==> src/rtl/rstf_pkg.sv <==
// ----------------------------------------------------------------------------
// rstf_pkg
// Shared types and constants of the rate-shaped task FIFO: item and result
// beats, action codes, and the command/status bundles between controller and
// datapath.
// ----------------------------------------------------------------------------
package rstf_pkg;

    localparam int          PERIOD_BITS  = 32;
    localparam int          TASK_ID_BITS = 16;
    localparam logic [31:0] PERIOD_RESET = 32'd1000;

    typedef enum logic [1:0] {
        ACT_TICK   = 2'd0,
        ACT_ADD    = 2'd1,
        ACT_REMOVE = 2'd2,
        ACT_DECIDE = 2'd3
    } t_action;

    typedef struct packed {
        t_action                   action;
        logic [TASK_ID_BITS-1:0]   task_id;
        logic                      core_idle;
    } t_item;

    typedef struct packed {
        logic                      assigned_valid;
        logic [TASK_ID_BITS-1:0]   assigned_id;
        logic                      slice_valid;
        logic [PERIOD_BITS-1:0]    time_left;
        logic                      dropped;
        logic                      removed;
    } t_result;

    // controller -> datapath
    typedef struct packed {
        logic load;        // capture the accepted item
        logic tick;        // advance elapsed counter
        logic add;         // append or drop
        logic decide_eval; // clear first-run flag when a release is allowed
        logic idx_clr;     // restart the queue walk at the head
        logic idx_inc;     // advance the walk index
        logic rd_next;     // read the entry after the walk index
        logic wr_shift;    // write read data back one place toward the head
        logic hit;         // matching entry found at the walk index
        logic pop;         // drop one entry from the count
        logic emit;        // build and present the result beat
    } t_dp_cmd;

    // datapath -> controller
    typedef struct packed {
        t_action action;
        logic    q_empty;
        logic    core_idle;
        logic    allow;      // first run, or elapsed reached the period
        logic    match;      // read data matches the item (or decide)
        logic    scan_last;  // walk index is the last valid entry
        logic    shift_more; // entries remain behind the walk index
    } t_dp_sts;

endpackage

==> src/rtl/rstf_ram.sv <==
// ----------------------------------------------------------------------------
// rstf_ram
// Generic single-clock RAM: one write port, one read port, registered read.
// ----------------------------------------------------------------------------
module rstf_ram #(
    parameter int   WIDTH = 16,
    parameter int   DEPTH = 16,
    localparam int  AW    = $clog2(DEPTH)
) (
    input  logic             i_clk,
    input  logic             i_we,
    input  logic [AW-1:0]    i_waddr,
    input  logic [WIDTH-1:0] i_wdata,
    input  logic [AW-1:0]    i_raddr,
    output logic [WIDTH-1:0] o_rdata
);

    logic [WIDTH-1:0] r_mem [DEPTH];
    logic [WIDTH-1:0] r_rdata;

    always_ff @(posedge i_clk) begin
        if (i_we) begin
            r_mem[i_waddr] <= i_wdata;
        end
        r_rdata <= r_mem[i_raddr];
    end

    assign o_rdata = r_rdata;

endmodule

==> src/rtl/rstf_ctrl.sv <==
// ----------------------------------------------------------------------------
// rstf_ctrl
// Sequencer of the rate-shaped task FIFO: dispatches each item and walks the
// queue for remove and release (scan for the entry, then compact behind it).
// ----------------------------------------------------------------------------
module rstf_ctrl (
    input  logic             i_clk,
    input  logic             i_rst_n,
    input  logic             i_start,
    output logic             o_busy,
    input  rstf_pkg::t_dp_sts i_sts,
    output rstf_pkg::t_dp_cmd o_cmd
);
    import rstf_pkg::*;

    typedef enum logic [2:0] {
        ST_IDLE,
        ST_EXEC,
        ST_SCAN_RD,
        ST_SCAN_CHK,
        ST_SHIFT_TEST,
        ST_SHIFT_RD,
        ST_SHIFT_WR,
        ST_RESULT
    } t_state;

    t_state  r_state;
    t_state  n_state;
    t_dp_cmd cmd;

    always_comb begin
        cmd     = '0;
        n_state = r_state;
        unique case (r_state)
            ST_IDLE: begin
                if (i_start) begin
                    cmd.load = 1'b1;
                    n_state  = ST_EXEC;
                end
            end
            ST_EXEC: begin
                unique case (i_sts.action)
                    ACT_TICK: begin
                        cmd.tick = 1'b1;
                        n_state  = ST_RESULT;
                    end
                    ACT_ADD: begin
                        cmd.add = 1'b1;
                        n_state = ST_RESULT;
                    end
                    ACT_REMOVE: begin
                        cmd.idx_clr = 1'b1;
                        n_state     = i_sts.q_empty ? ST_RESULT : ST_SCAN_RD;
                    end
                    ACT_DECIDE: begin
                        cmd.decide_eval = 1'b1;
                        cmd.idx_clr     = 1'b1;
                        if (i_sts.allow && i_sts.core_idle && !i_sts.q_empty) begin
                            n_state = ST_SCAN_RD;
                        end else begin
                            n_state = ST_RESULT;
                        end
                    end
                    default: n_state = ST_RESULT;
                endcase
            end
            ST_SCAN_RD: begin
                n_state = ST_SCAN_CHK;
            end
            ST_SCAN_CHK: begin
                priority if (i_sts.match) begin
                    cmd.hit = 1'b1;
                    n_state = ST_SHIFT_TEST;
                end else if (i_sts.scan_last) begin
                    n_state = ST_RESULT;
                end else begin
                    cmd.idx_inc = 1'b1;
                    n_state     = ST_SCAN_RD;
                end
            end
            ST_SHIFT_TEST: begin
                if (i_sts.shift_more) begin
                    n_state = ST_SHIFT_RD;
                end else begin
                    cmd.pop = 1'b1;
                    n_state = ST_RESULT;
                end
            end
            ST_SHIFT_RD: begin
                cmd.rd_next = 1'b1;
                n_state     = ST_SHIFT_WR;
            end
            ST_SHIFT_WR: begin
                cmd.wr_shift = 1'b1;
                cmd.idx_inc  = 1'b1;
                n_state      = ST_SHIFT_TEST;
            end
            ST_RESULT: begin
                cmd.emit = 1'b1;
                n_state  = ST_IDLE;
            end
            default: n_state = ST_IDLE;
        endcase
    end

    always_ff @(posedge i_clk) begin
        if (!i_rst_n) begin
            r_state <= ST_IDLE;
        end else begin
            r_state <= n_state;
        end
    end

    assign o_cmd  = cmd;
    assign o_busy = (r_state != ST_IDLE);

`ifndef SYNTH
    a_result_then_idle: assert property (@(posedge i_clk) disable iff (!i_rst_n)
        (r_state == ST_RESULT) |=> (r_state == ST_IDLE))
        else $error("controller left result state for a non-idle state");

    a_accept_to_exec: assert property (@(posedge i_clk) disable iff (!i_rst_n)
        (i_start && !o_busy) |=> (r_state == ST_EXEC))
        else $error("accepted beat not dispatched");

    a_pop_after_hit: assert property (@(posedge i_clk) disable iff (!i_rst_n)
        cmd.hit |=> (r_state == ST_SHIFT_TEST))
        else $error("hit not followed by compaction");
`endif

endmodule

==> src/rtl/rstf_dp.sv <==
// ----------------------------------------------------------------------------
// rstf_dp
// Datapath of the rate-shaped task FIFO: queue RAM, count, walk index,
// elapsed counter, shaping period and the result register.
// ----------------------------------------------------------------------------
module rstf_dp #(
    parameter int QUEUE_DEPTH = 16,
    parameter int ID_BITS     = 16
) (
    input  logic                  i_clk,
    input  logic                  i_rst_n,
    input  rstf_pkg::t_item       i_item,
    input  logic                  i_cfg_we,
    input  logic [31:0]           i_cfg_wdata,
    input  rstf_pkg::t_dp_cmd     i_cmd,
    output rstf_pkg::t_dp_sts     o_sts,
    output logic                  o_valid,
    output rstf_pkg::t_result     o_result
);
    import rstf_pkg::*;

    localparam int AW = $clog2(QUEUE_DEPTH);
    localparam int CW = $clog2(QUEUE_DEPTH + 1);

    logic [PERIOD_BITS-1:0] r_period;
    logic [PERIOD_BITS-1:0] r_elapsed;
    logic                   r_first_run;
    logic [CW-1:0]          r_count;
    logic [AW-1:0]          r_idx;
    logic                   r_valid;

    t_action                r_action;
    logic [ID_BITS-1:0]     r_id;
    logic                   r_core_idle;
    logic                   r_a_valid;
    logic [ID_BITS-1:0]     r_a_id;
    logic                   r_dropped;
    logic                   r_removed;
    t_result                r_result;

    logic                   q_full;
    logic [CW-1:0]          idx_p1;
    logic                   below;
    logic                   ram_we;
    logic [AW-1:0]          ram_waddr;
    logic [ID_BITS-1:0]     ram_wdata;
    logic [AW-1:0]          ram_raddr;
    logic [ID_BITS-1:0]     ram_rdata;

    assign q_full = (r_count == CW'(QUEUE_DEPTH));
    assign idx_p1 = CW'(r_idx) + 1'b1;
    assign below  = (r_elapsed < r_period);

    assign ram_we    = (i_cmd.add && !q_full) || i_cmd.wr_shift;
    assign ram_waddr = i_cmd.add ? r_count[AW-1:0] : r_idx;
    assign ram_wdata = i_cmd.add ? r_id : ram_rdata;
    assign ram_raddr = i_cmd.rd_next ? idx_p1[AW-1:0] : r_idx;

    rstf_ram #(
        .WIDTH (ID_BITS),
        .DEPTH (QUEUE_DEPTH)
    ) u_queue (
        .i_clk   (i_clk),
        .i_we    (ram_we),
        .i_waddr (ram_waddr),
        .i_wdata (ram_wdata),
        .i_raddr (ram_raddr),
        .o_rdata (ram_rdata)
    );

    always_comb begin
        o_sts            = '0;
        o_sts.action     = r_action;
        o_sts.q_empty    = (r_count == '0);
        o_sts.core_idle  = r_core_idle;
        o_sts.allow      = r_first_run || !below;
        o_sts.match      = (r_action == ACT_DECIDE) || (ram_rdata == r_id);
        o_sts.scan_last  = (idx_p1 == r_count);
        o_sts.shift_more = (idx_p1 < r_count);
    end

    // control state
    always_ff @(posedge i_clk) begin
        if (!i_rst_n) begin
            r_period    <= PERIOD_RESET;
            r_elapsed   <= '0;
            r_first_run <= 1'b1;
            r_count     <= '0;
            r_idx       <= '0;
            r_valid     <= 1'b0;
        end else begin
            if (i_cfg_we) begin
                r_period <= i_cfg_wdata;
            end
            // saturate at all ones
            if (i_cmd.tick && (r_elapsed != '1)) begin
                r_elapsed <= r_elapsed + 1'b1;
            end
            if (i_cmd.add && !q_full) begin
                r_count <= r_count + 1'b1;
            end
            if (i_cmd.decide_eval && o_sts.allow) begin
                r_first_run <= 1'b0;
            end
            if (i_cmd.pop) begin
                r_count <= r_count - 1'b1;
                if (r_action == ACT_DECIDE) begin
                    r_elapsed <= '0;
                end
            end
            if (i_cmd.idx_clr) begin
                r_idx <= '0;
            end else if (i_cmd.idx_inc) begin
                r_idx <= r_idx + 1'b1;
            end
            r_valid <= i_cmd.emit;
        end
    end

    // item payload, flags and result beat
    always_ff @(posedge i_clk) begin
        if (i_cmd.load) begin
            r_action    <= i_item.action;
            r_id        <= ID_BITS'(i_item.task_id);
            r_core_idle <= i_item.core_idle;
            r_a_valid   <= 1'b0;
            r_a_id      <= '0;
            r_dropped   <= 1'b0;
            r_removed   <= 1'b0;
        end
        if (i_cmd.add && q_full) begin
            r_dropped <= 1'b1;
        end
        if (i_cmd.hit) begin
            if (r_action == ACT_DECIDE) begin
                r_a_valid <= 1'b1;
                r_a_id    <= ram_rdata;
            end else begin
                r_removed <= 1'b1;
            end
        end
        if (i_cmd.emit) begin
            r_result.assigned_valid <= r_a_valid;
            r_result.assigned_id    <= TASK_ID_BITS'(r_a_id);
            r_result.slice_valid    <= !r_first_run && below;
            r_result.time_left      <= below ? (r_period - r_elapsed) : '0;
            r_result.dropped        <= r_dropped;
            r_result.removed        <= r_removed;
        end
    end

    assign o_valid  = r_valid;
    assign o_result = r_result;

`ifndef SYNTH
    a_count_bound: assert property (@(posedge i_clk) disable iff (!i_rst_n)
        r_count <= CW'(QUEUE_DEPTH))
        else $error("queue count beyond depth");

    a_pop_decrements: assert property (@(posedge i_clk) disable iff (!i_rst_n)
        i_cmd.pop |=> (r_count == $past(r_count) - 1'b1))
        else $error("pop did not shrink the queue by one entry");

    a_first_run_sticky: assert property (@(posedge i_clk) disable iff (!i_rst_n)
        !r_first_run |=> !r_first_run)
        else $error("first-run flag set again without reset");
`endif

endmodule

==> src/rtl/rate_shaped_task_fifo.sv <==
// ----------------------------------------------------------------------------
// rate_shaped_task_fifo
// FIFO of task IDs whose head is released to an idle core at most once per
// shaping period; one result beat per item.
// ----------------------------------------------------------------------------
// One item at a time: start is taken while busy is low, and its single result
// beat appears on o_result with o_valid high for one cycle; the receiver
// cannot stall it. Tick, add and a non-releasing decide go from execute to
// result. Remove and a releasing decide walk the queue RAM through its single
// read port: read and check states per entry scanned; test, read and write
// states per entry compacted. The shaping period is to be written through
// i_cfg_we/i_cfg_wdata only while idle; the block itself does not enforce it.
// ----------------------------------------------------------------------------
module rate_shaped_task_fifo #(
    parameter int QUEUE_DEPTH = 16,
    parameter int ID_BITS     = 16
) (
    input  logic              i_clk,
    input  logic              i_rst_n,
    input  logic              start,
    output logic              busy,
    input  rstf_pkg::t_item   i_item,
    input  logic              i_cfg_we,
    input  logic [31:0]       i_cfg_wdata,
    output logic              o_valid,
    output rstf_pkg::t_result o_result
);
    import rstf_pkg::*;

    t_dp_cmd dp_cmd;
    t_dp_sts dp_sts;

    rstf_ctrl u_ctrl (
        .i_clk   (i_clk),
        .i_rst_n (i_rst_n),
        .i_start (start),
        .o_busy  (busy),
        .i_sts   (dp_sts),
        .o_cmd   (dp_cmd)
    );

    rstf_dp #(
        .QUEUE_DEPTH (QUEUE_DEPTH),
        .ID_BITS     (ID_BITS)
    ) u_dp (
        .i_clk       (i_clk),
        .i_rst_n     (i_rst_n),
        .i_item      (i_item),
        .i_cfg_we    (i_cfg_we),
        .i_cfg_wdata (i_cfg_wdata),
        .i_cmd       (dp_cmd),
        .o_sts       (dp_sts),
        .o_valid     (o_valid),
        .o_result    (o_result)
    );

endmodule
==> config.mk <==
export PLATFORM = sky130hd
export DESIGN_NAME = rate_shaped_task_fifo
export DESIGN_NICKNAME = d
export VERILOG_FILES = /design/src/rtl/rstf_pkg.sv /design/src/rtl/rstf_ram.sv /design/src/rtl/rstf_ctrl.sv /design/src/rtl/rstf_dp.sv /design/src/rtl/rate_shaped_task_fifo.sv
export SDC_FILE = /design/constraint.sdc
export NUM_CORES = 1
export LEC_CHECK = 0
export BUFFER_PORTS_ARGS = -buffer_cell sky130_fd_sc_hd__buf_2
export CAP_MARGIN = 20
export CORE_MARGIN = 4
export CORE_UTILIZATION = 45
export DETAILED_ROUTE_END_ITERATION = 6
export GPL_TIMING_DRIVEN = 0
export PLACE_DENSITY = 0.59
export SLEW_MARGIN = 20
export SYNTH_ARGS = -nofsm -noshare
export SYNTH_HDL_FRONTEND = slang
export SYNTH_SLANG_ARGS = --single-unit
==> constraint.sdc <==
create_clock -name i_clk -period 8.9 [get_ports i_clk]
set_input_delay 1.78 -clock i_clk [delete_from_list [all_inputs] [get_ports i_clk]]
set_output_delay 1.78 -clock i_clk [all_outputs]
set_load 0.05 [all_outputs]
==> qor.csv, run 1 <==
metric,value,unit
status,completed,
drt first-iter violations,696,
clock latency at the later pin of the worst-skew pair,590,ps
Yosys warnings,0,
fmax,240.7,MHz
Vias,11010,
Placed Cells,1926,
post-placement setup slack,4740,ps
Tmin final,4154,ps
worst slack on hold paths,411.8,ps
Mapped Cells,1284,
fin nets,1541,
Max Cap Viol,0,
Worst R2R Path Depth,13,
distinct cell type count after synthesis,60,
Fillers,3396,
Layout Area Growth over Synthesis,15.73,%
HP Start,u_dp.r_removed,
number of synthesized flops with an enable pin,327,
RSZ-0062 raised after global routing,false,
DIE HEIGHT,212.3,um
Die Area,45050,um2
FP Rows,74,
Post-DRT Antenna Nets,0,
CP max FO,10,
cell area after layout,21730,um2
post-route setup TNS,0,ps
Port Buffers,106,
drt total wl,45.15,mm
VDD IR max,0.1690,mV
origin of the critical flop-to-flop path,u_dp.r_idx[2],
kind of critical path,reg -> reg,
Routability Congestion,0.9195,
vias per inst,5.473,
Tot Pwr,5.547,mW
Most used DFF post-synth,edfxtp_1,
crit end category,flip-flop,
first-pass GRT wire length,68.37,mm
Die Span X,212.3,um
Netlist Area Pre-Place,18780,um2
"Req. time, crit path",9330,ps
cell count of the worst hold path,0,
HP Class,reg -> reg,
Final Max Tran Viols,0,
CTS Hold Bufs,0,
Relative slew margins,23.82,%
Clock Skew,34.02,ps
Post-CTS Setup Bufs,0,
Pleak,7.705,nW
CP Launch Type,flip-flop,
Multi-input gate area,6372,um2
Inserted Clock Buffers,46,
total gr overflow,0,
post-CTS resize count,0,
FF+latch area,12080,um2
vias in the first global route,11270,
critical path data arrival time,4590,ps
initial antenna violation count,0,
initial core utilization,45.78,%
cell area after placement,20170,um2
routed len/inst,22.44,um
R2R setup slack,4750,ps
Final Non-Filler Cells,2012,
Clock Path Buffers,3,
final setup violation count,0,
fin crit share,46.68,%
H-tree Lvls,2,
Overall Global Routing Usage,20.32,%
IO Pins,109,
CTS clock-pin slew for the worst setup and hold paths,60,ps
share of cells above drive strength 1,22.03,%
register area share after synthesis,64.35,%
final core occ,52.98,%
Worst-Margin Slew,1143,ps
Yosys reg bits,440,
share of flip-flops with an asynchronous set or reset,0,%
CTS tree,yes,
largest net degree at the start of global routing,47,
setup ws final,4746,ps
core area,41020,um2
clock sink count,440,
"Net Count, Synth",1383,
Pre-antenna DRT Iters,5,
power per cell area,255.3,nW/um2
clock root cell,clkbuf_16,
Mapped Avg Cell Area,14.62,um2
drc violations,0,
final hold vios,0,
HPWL Detailed,30.51,mm
FF-to-FF End,u_dp.r_elapsed[11],
ANT cells,0,
Hold EP,u_dp.o_result[0],
## where the power goes
group          internal [mW]  switching (mW)  total, mW
Sequential              2.48          0.0915       2.57
Clock                   1.14           0.816       1.95
Combinational          0.393           0.627       1.02
## cell type report
type / count / area share (%)
Inverter: 56 / 0.9674
Sequential cell: 440 / 55.60
Timing Repair Buffer: 110 / 2.758
Clock inverter: 27 / 1.319
Buffer: 53 / 1.117
Tap cell: 532 / 3.063
Multi-Input combinational cell: 735 / 29.33
Clock buffer: 59 / 5.850
## layer usage
metal,part of all wire [%],track usage [%]
met5,0,0
met1,42,26.54
met4,2.2,4.976
met2,50,35.40
met3,5.3,3.851
## flip-flops by register name (all words and copies together), names as in the netlist
register	cells
u_dp.r_a_id	16
u_dp.r_dropped	1
u_dp.r_action	2
u_dp.r_removed	1
u_dp.r_id	16
u_dp.o_valid	1
u_dp.r_idx	4
u_dp.r_count	5
u_dp.r_first_run	1
u_dp.r_period	32
u_dp.o_result	52
u_dp.u_queue.r_mem	256
u_dp.r_a_valid	1
u_dp.r_elapsed	32
u_ctrl.r_state	3
u_dp.u_queue.o_rdata	16
u_dp.r_core_idle	1
## worst max path at each step
stage / startpoint / end / slack (ps) / depth (start not counted)
2_1_floorplan: u_dp.r_idx[2] / u_dp.r_count[4] / 5740 / 16
3_3_place_gp: u_ctrl.r_state[0] / u_dp.u_queue.r_mem[3][11] / 4470 / 9
3_5_place_dp: u_dp.r_idx[2] / u_dp.r_elapsed[11] / 4740 / 13
4_1_cts: u_dp.r_idx[2] / u_dp.r_elapsed[11] / 4690 / 13
5_1_grt: u_dp.r_idx[2] / u_dp.r_elapsed[14] / 4340 / 13
6_report: u_dp.r_idx[2] / u_dp.r_elapsed[11] / 4750 / 13
## synth_stat cells, drive strengths merged, types with 28 or more instances
cell      n  share of area [%]
xor2     36                1.7
xnor2    41                1.9
ha       42                2.8
inv      56                1.1
clkbuf   33               0.66
nor2b    37                1.2
dfxtp   113                 12
nand2    44               0.89
nor2    121                2.4
o21ai    30               0.86
mux4     80                9.6
edfxtp  327                 52
mux2i    40                2.1
a21oi    52                1.4
nand3    28               0.81
## worst max-delay path, cell delays in order, from the launching register on
cell and delay (ps):
dfxtp_1 300, clkbuf_1 350, nand3_1 240, xnor2_1 180
ha_1 300, nand4_1 120, nor2_1 100, nor2_1 40
a21oi_1 560, inv_1 190, o21ai_1 730, buf_2 370
clkbuf_1 390, nor2_1 100
## cells in the final DEF (no fill, tap or decap), drive strengths merged, types with 20 or more instances in the layout
| cell | synthesis | final |
|---|---|---|
| mux2i | 40 | 40 |
| nand3 | 28 | 28 |
| mux4 | 80 | 80 |
| clkbuf | 33 | 92 |
| buf | 20 | 130 |
| xor2 | 36 | 36 |
| nor2 | 121 | 121 |
| ha | 42 | 42 |
| o21ai | 30 | 30 |
| nand2 | 44 | 44 |
| nor2b | 37 | 37 |
| edfxtp | 327 | 327 |
| mux2 | 20 | 20 |
| a21oi | 52 | 52 |
| xnor2 | 41 | 41 |
| nor3 | 24 | 24 |
| dfxtp | 113 | 113 |
| inv | 56 | 59 |
## kinds of logic (layout without fill, tap and decap cells)
kind of cell / Yosys count / after routing / synth area share [%]
DFF: 440 / 440 / 64.35
and+or+nand+nor: 322 / 322 / 8.410
AOI/OAI and AO/OA: 152 / 152 / 5.258
muxes: 140 / 140 / 12.93
buffers and inverters: 109 / 305 / 2.412
xor gates and xnor gates: 77 / 77 / 3.632
adders and majority gates: 44 / 44 / 3.012
(Power assumes the default switching activity.)
==> inputs of run 2 (changes only) <==
--- a/config.mk
+++ b/config.mk
@@ -11,7 +11,7 @@
 export CORE_UTILIZATION = 45
 export DETAILED_ROUTE_END_ITERATION = 6
 export GPL_TIMING_DRIVEN = 0
-export PLACE_DENSITY = 0.59
+export PLACE_DENSITY = 0.61
 export SLEW_MARGIN = 20
 export SYNTH_ARGS = -nofsm -noshare
 export SYNTH_HDL_FRONTEND = slang
==> constraint.sdc (replaced) <==
create_clock -name i_clk -period 3.4 [get_ports i_clk]
set_input_delay 0.68 -clock i_clk [delete_from_list [all_inputs] [get_ports i_clk]]
set_output_delay 0.68 -clock i_clk [all_outputs]
set_load 0.05 [all_outputs]
==> run 2 against run 1 <==
Against the previous run:
- clock skew is 6.1 ps lower
- register-to-register slack worse by 4600 ps
- highest routed layer unchanged
- die area stayed put
- global-route usage is 0.31 points lower
- critical path type unchanged
- final cell count is 0.60% higher
- largest cell class unchanged
- first-iteration DRC count is 32% higher
- sequential power grew to 2.6 times the previous value
- fmax is 27% higher
- count of clock-buffer cells in the layout is 13 higher
==> qor.csv, run 2 (synthesis gave the netlist of run 1 again) <==
metric,value,unit,change
Post-DRT Antenna Nets,0,,unchanged
max FFs per register,256,,unchanged
final hold vios,0,,unchanged
"most common cell after layout, fill and taps aside",edfxtp_1,,
clock latency at the later pin of the worst-skew pair,580,ps,about the same
"critical path, cell by cell",buf_2 -> nand3b_1 -> mux2i_2 -> clkbuf_1 -> mux4_2 -> mux4_2,,
Clock Path Buffers,3,,unchanged
Relative slew margins,27.33,%,+3.5 points
Pre-antenna DRT Iters,5,,unchanged
clock root cell,clkbuf_16,,
critical path data arrival time,3730,ps,-860 ps
share of cells above drive strength 1,23.73,%,+1.7 points
"commonest non-fill, non-tap cells in the layout","edfxtp_1, buf_2, dfxtp_1",,
CP max FO,10,,unchanged
Fillers,3374,,-0.65%
Vias,11190,,+1.6%
Die Area,45050,um2,unchanged
register with the most flip-flops,u_dp.u_queue.r_mem,,
kind of critical path,reg -> reg,,
Worst-Margin Slew,1082,ps,-60.41 ps
H-tree Lvls,2,,unchanged
Inserted Clock Buffers,46,,unchanged
"Req. time, crit path",3860,ps,-5470 ps
total gr overflow,0,,unchanged
Die Span X,212.3,um,unchanged
fin nets,1553,,+0.78%
Pleak,7.816,nW,+1.4%
VDD IR max,0.5381,mV,+220%
drt total wl,45.01,mm,-0.31%
final setup violation count,0,,unchanged
core area,41020,um2,unchanged
HP Class,in -> reg,,
fin crit share,96.24,%,+50 points
Multi-input gate area,6435,um2,+0.98%
status,completed,,
crit end category,flip-flop,,
Routability Congestion,0.8360,,-9.1%
drt first-iter violations,918,,+32%
Clock Skew,27.95,ps,-6.075 ps
Placed Cells,1927,,+0.052%
CP max stage cell,clkbuf_1,,
first-pass GRT wire length,67.41,mm,-1.4%
Final Max Tran Viols,0,,unchanged
Final Non-Filler Cells,2024,,+0.60%
DIE HEIGHT,212.3,um,unchanged
FF+latch area,12080,um2,about the same
ANT cells,0,,unchanged
vias in the first global route,11010,,-2.3%
FP Rows,74,,unchanged
power per cell area,655.0,nW/um2,+160%
initial antenna violation count,0,,unchanged
Port Buffers,106,,unchanged
clock sink count,440,,unchanged
Layout Area Growth over Synthesis,17.15,%,
post-route setup TNS,0,ps,unchanged
vias per inst,5.528,,+1.0%
setup ws final,128.0,ps,-4618 ps
CP Launch Type,flip-flop,,
CTS clock-pin slew for the worst setup and hold paths,60,ps,about the same
cell area after placement,20170,um2,about the same
RSZ-0062 raised after global routing,true,,
CTS tree,yes,,
routed len/inst,22.24,um,-0.90%
Tmin final,3272,ps,-882.2 ps
post-placement setup slack,-718.9,ps,-5459 ps
cell area after layout,21990,um2,+1.2%
HPWL Detailed,30.59,mm,+0.26%
Tot Pwr,14.41,mW,+160%
drc violations,0,,unchanged
crit-path max cell delay,730,ps,about the same
fmax,305.6,MHz,+27%
Bufs and invs on worst path,2,,-2
final core occ,53.62,%,+0.65 points
Max Cap Viol,0,,unchanged
worst slack on hold paths,270.7,ps,-141.1 ps
cell repeated most along the worst path,mux4_2,,
critical path's top delay family,multiplexers,,
initial core utilization,45.78,%,unchanged
largest net degree at the start of global routing,42,,-11%
Overall Global Routing Usage,20.01,%,-0.31 points
IO Pins,109,,unchanged
-- run 2: worst paths after layout --
check / from / endpoint / slack, ps / cells after the start
max: u_ctrl.r_state[2] / u_dp.u_queue.o_rdata[9] / 130 / 6
min: i_item[8] / u_dp.r_id[7] / 270 / 1
max reg2reg: u_ctrl.r_state[2] / u_dp.u_queue.o_rdata[9] / 130 / 6
min reg2reg: u_dp.r_a_id[5] / u_dp.o_result[40] / 430 / 0
-- run 2: routing by layer --
metal	GRT usage (%)	share of wire (%)
met1	28.09	44
met2	32.45	48
met3	2.759	5.3
met4	6.930	3.1
met5	0	0
-- run 2: cell type report --
class	count	share of cell area, %
clock buffers	72	6.178
flip-flops and latches	440	54.94
repair buffers	124	3.880
multi-input cells	735	29.26
clock inverters	14	0.6485
inverters	56	0.9557
well taps	532	3.026
plain buffers	51	1.115
-- run 2: power by group --
| group | internal, mW | switching, mW |
|---|---|---|
| combinational | 1.06 | 1.68 |
| clock | 2.84 | 2.08 |
| sequential | 6.50 | 0.249 |
| total | 10.4 | 4.00 |
-- run 2: repair_timing --
item                       4_1_cts  5_1_grt
hold buffers                     0        0
pin swaps                        5        5
resized for setup                8       25
setup buffers                    4        8
setup endpoints to repair      214      177
==> inputs of run 3 (changes only) <==
--- a/config.mk
+++ b/config.mk
@@ -12,6 +12,7 @@
 export DETAILED_ROUTE_END_ITERATION = 6
 export GPL_TIMING_DRIVEN = 0
 export PLACE_DENSITY = 0.61
+export REMOVE_ABC_BUFFERS = 1
 export SLEW_MARGIN = 20
 export SYNTH_ARGS = -nofsm -noshare
 export SYNTH_HDL_FRONTEND = slang
==> run 3 against run 2 <==
Against the previous run:
- first-iteration DRC count increased by 2.6%
- sequential share of layout area decreased by 0.94 points
- clock power increased by 2%
- die area unchanged
- largest cell class unchanged
- largest power group unchanged
==> qor.csv, run 3 (synthesis gave the netlist of run 1 again) <==
metric,value,unit,change
routed len/inst,21.39,um,-3.8%
logic gate share of total power,19.0,%,about the same
Pleak,8.003,nW,+2.4%
status,completed,,
worst slack on hold paths,269.1,ps,-1.569 ps
core area,41020,um2,unchanged
"commonest non-fill, non-tap cells in the layout","edfxtp_1, dfxtp_1, buf_2",,
Die Span X,212.3,um,unchanged
VDD IR max,0.4852,mV,-9.8%
Port Buffers,108,,+1.9%
Tmin final,3276,ps,+4.142 ps
fmax,305.2,MHz,-0.13%
Final Non-Filler Cells,2007,,-0.84%
DIE HEIGHT,212.3,um,unchanged
Clk pwr share,34.6,%,+0.5 points
final setup violation count,0,,unchanged
"most common cell after layout, fill and taps aside",edfxtp_1,,
CP max FO,7,,-3
vias per inst,5.525,,about the same
share of cells above drive strength 1,24.95,%,+1.2 points
R2R setup slack,120,ps,about the same
clock latency at the later pin of the worst-skew pair,590,ps,about the same
HPWL Detailed,27.70,mm,-9.4%
largest net degree at the start of global routing,44,,+4.8%
Layout Area Growth over Synthesis,19.21,%,
IO Pins,109,,unchanged
Vias,11090,,-0.89%
kind of critical path,reg -> reg,,
total gr overflow,0,,unchanged
Net Sw Frac,27.19,%,-0.59 points
CP Launch Type,flip-flop,,
Max Cap Viol,0,,unchanged
drt total wl,42.93,mm,-4.6%
first-pass GRT wire length,65.38,mm,-3.0%
Worst-Margin Slew,1122,ps,+39.62 ps
initial antenna violation count,2,,+2
drc violations,0,,unchanged
RSZ-0062 raised after global routing,false,,
Die Area,45050,um2,unchanged
initial core utilization,45.78,%,unchanged
drt first-iter violations,942,,+2.6%
Pre-antenna DRT Iters,7,,+2
fin crit share,96.36,%,+0.12 points
ANT cells,0,,unchanged
clock sink count,440,,unchanged
final core occ,54.57,%,+0.94 points
Final Max Tran Viols,0,,unchanged
power per cell area,650.7,nW/um2,-0.64%
P_sw,3.961,mW,-1.0%
Overall Global Routing Usage,19.10,%,-0.91 points
register share of total power,46.4,%,-0.4 points
H-tree Lvls,2,,unchanged
"Req. time, crit path",3820,ps,-40 ps
clock root cell,clkbuf_16,,
vias in the first global route,11150,,+1.3%
FP Rows,74,,unchanged
final hold vios,0,,unchanged
critical path data arrival time,3700,ps,-30 ps
max FFs per register,256,,unchanged
Int Power,10.60,mW,+1.9%
Inserted Clock Buffers,47,,+2.2%
crit end category,flip-flop,,
register with the most flip-flops,u_dp.u_queue.r_mem,,
Post-DRT Antenna Nets,0,,unchanged
fin nets,1535,,-1.2%
CTS clock-pin slew for the worst setup and hold paths,60,ps,about the same
Placed Cells,1893,,-1.8%
Routability Congestion,0.8868,,+6.1%
Relative slew margins,24.86,%,-2.5 points
Clock Skew,12.46,ps,-15.49 ps
HP Class,in -> reg,,
Clock Path Buffers,3,,unchanged
CTS tree,yes,,
run 3: cell types whose count changed in the layout (fill, tap and decap cells not counted), sizes merged:
cell,change
buf,+12
clkbuf,-34
clkinv,+4
clkinvlp,+1
run 3: final timing paths:
path                             to               start  depth (start not counted)
setup / recovery  u_dp.o_result[32]  u_dp.r_elapsed[10]                         10
hold / removal        u_dp.r_id[13]          i_item[14]                          1
setup reg to reg  u_dp.o_result[32]  u_dp.r_elapsed[10]                         10
hold reg to reg   u_dp.o_result[49]     u_dp.r_a_id[14]                          0
run 3: layer usage:
| metal | up-vias | track usage [%] | part of all wire (%) | routed length [um] |
|---|---|---|---|---|
| met4 | 4 | 7.197 | 3.3 | 1430 |
| met2 | 309 | 31.49 | 48 | 20520 |
| li1 | 5176 | - | - | - |
| met1 | 5508 | 25.64 | 44 | 18780 |
| met5 | - | 0 | 0.079 | 34 |
| met3 | 91 | 3.291 | 5.1 | 2172 |
run 3: power groups by stage:
stage | logic [mW] | registers (mW) | clock network (mW)
finish | 2.76 | 6.76 | 5.04
global route | 3.02 | 6.79 | 5.39
CTS | 2.77 | 6.76 | 5.16
detailed placement | 2.73 | 6.87 | 0
global placement | 2.54 | 6.86 | 0
floorplan | 1.82 | 6.82 | 0
run 3: layout make-up:
type	instances	area [um2]
fill	3286	18640
sequential	440	12090
multi-input combinational	735	6471
clock buffer	69	1390
timing repair buffer	156	1388
tap	532	665.6
inverter	56	210.2
clock inverter	19	170.2
run 3: critical path, stage by stage (launching register included):
cell      delay (ps)
dfxtp_1          480
inv_1             80
ha_1             420
and4_1           280
nand3_1          160
a21oi_1          280
a21oi_1          120
o31ai_1          440
o221ai_1         290
o21ai_0          320
mux2i_1          240
run 3: timing repair:
action	in CTS	in global routing
hold buffers	0	0
resized for setup	5	9
setup endpoints to repair	285	264
hold endpoints to repair	0	0
setup buffers	25	1
pin swaps	16	2
run 3: metrics by stage:
stage          setup TNS [ps]  setup slack [ps]  power [mW]  instance area, um2
5_1_grt                     0             10.16       15.20               22380
6_report                    0             123.8       14.56               22380
3_5_place_dp           -70340            -337.9       9.601               20360
2_1_floorplan          -27970             -1666       8.637               18530
4_1_cts                     0             1.706       14.69               22350
3_3_place_gp          -627140             -4725       9.395               19740
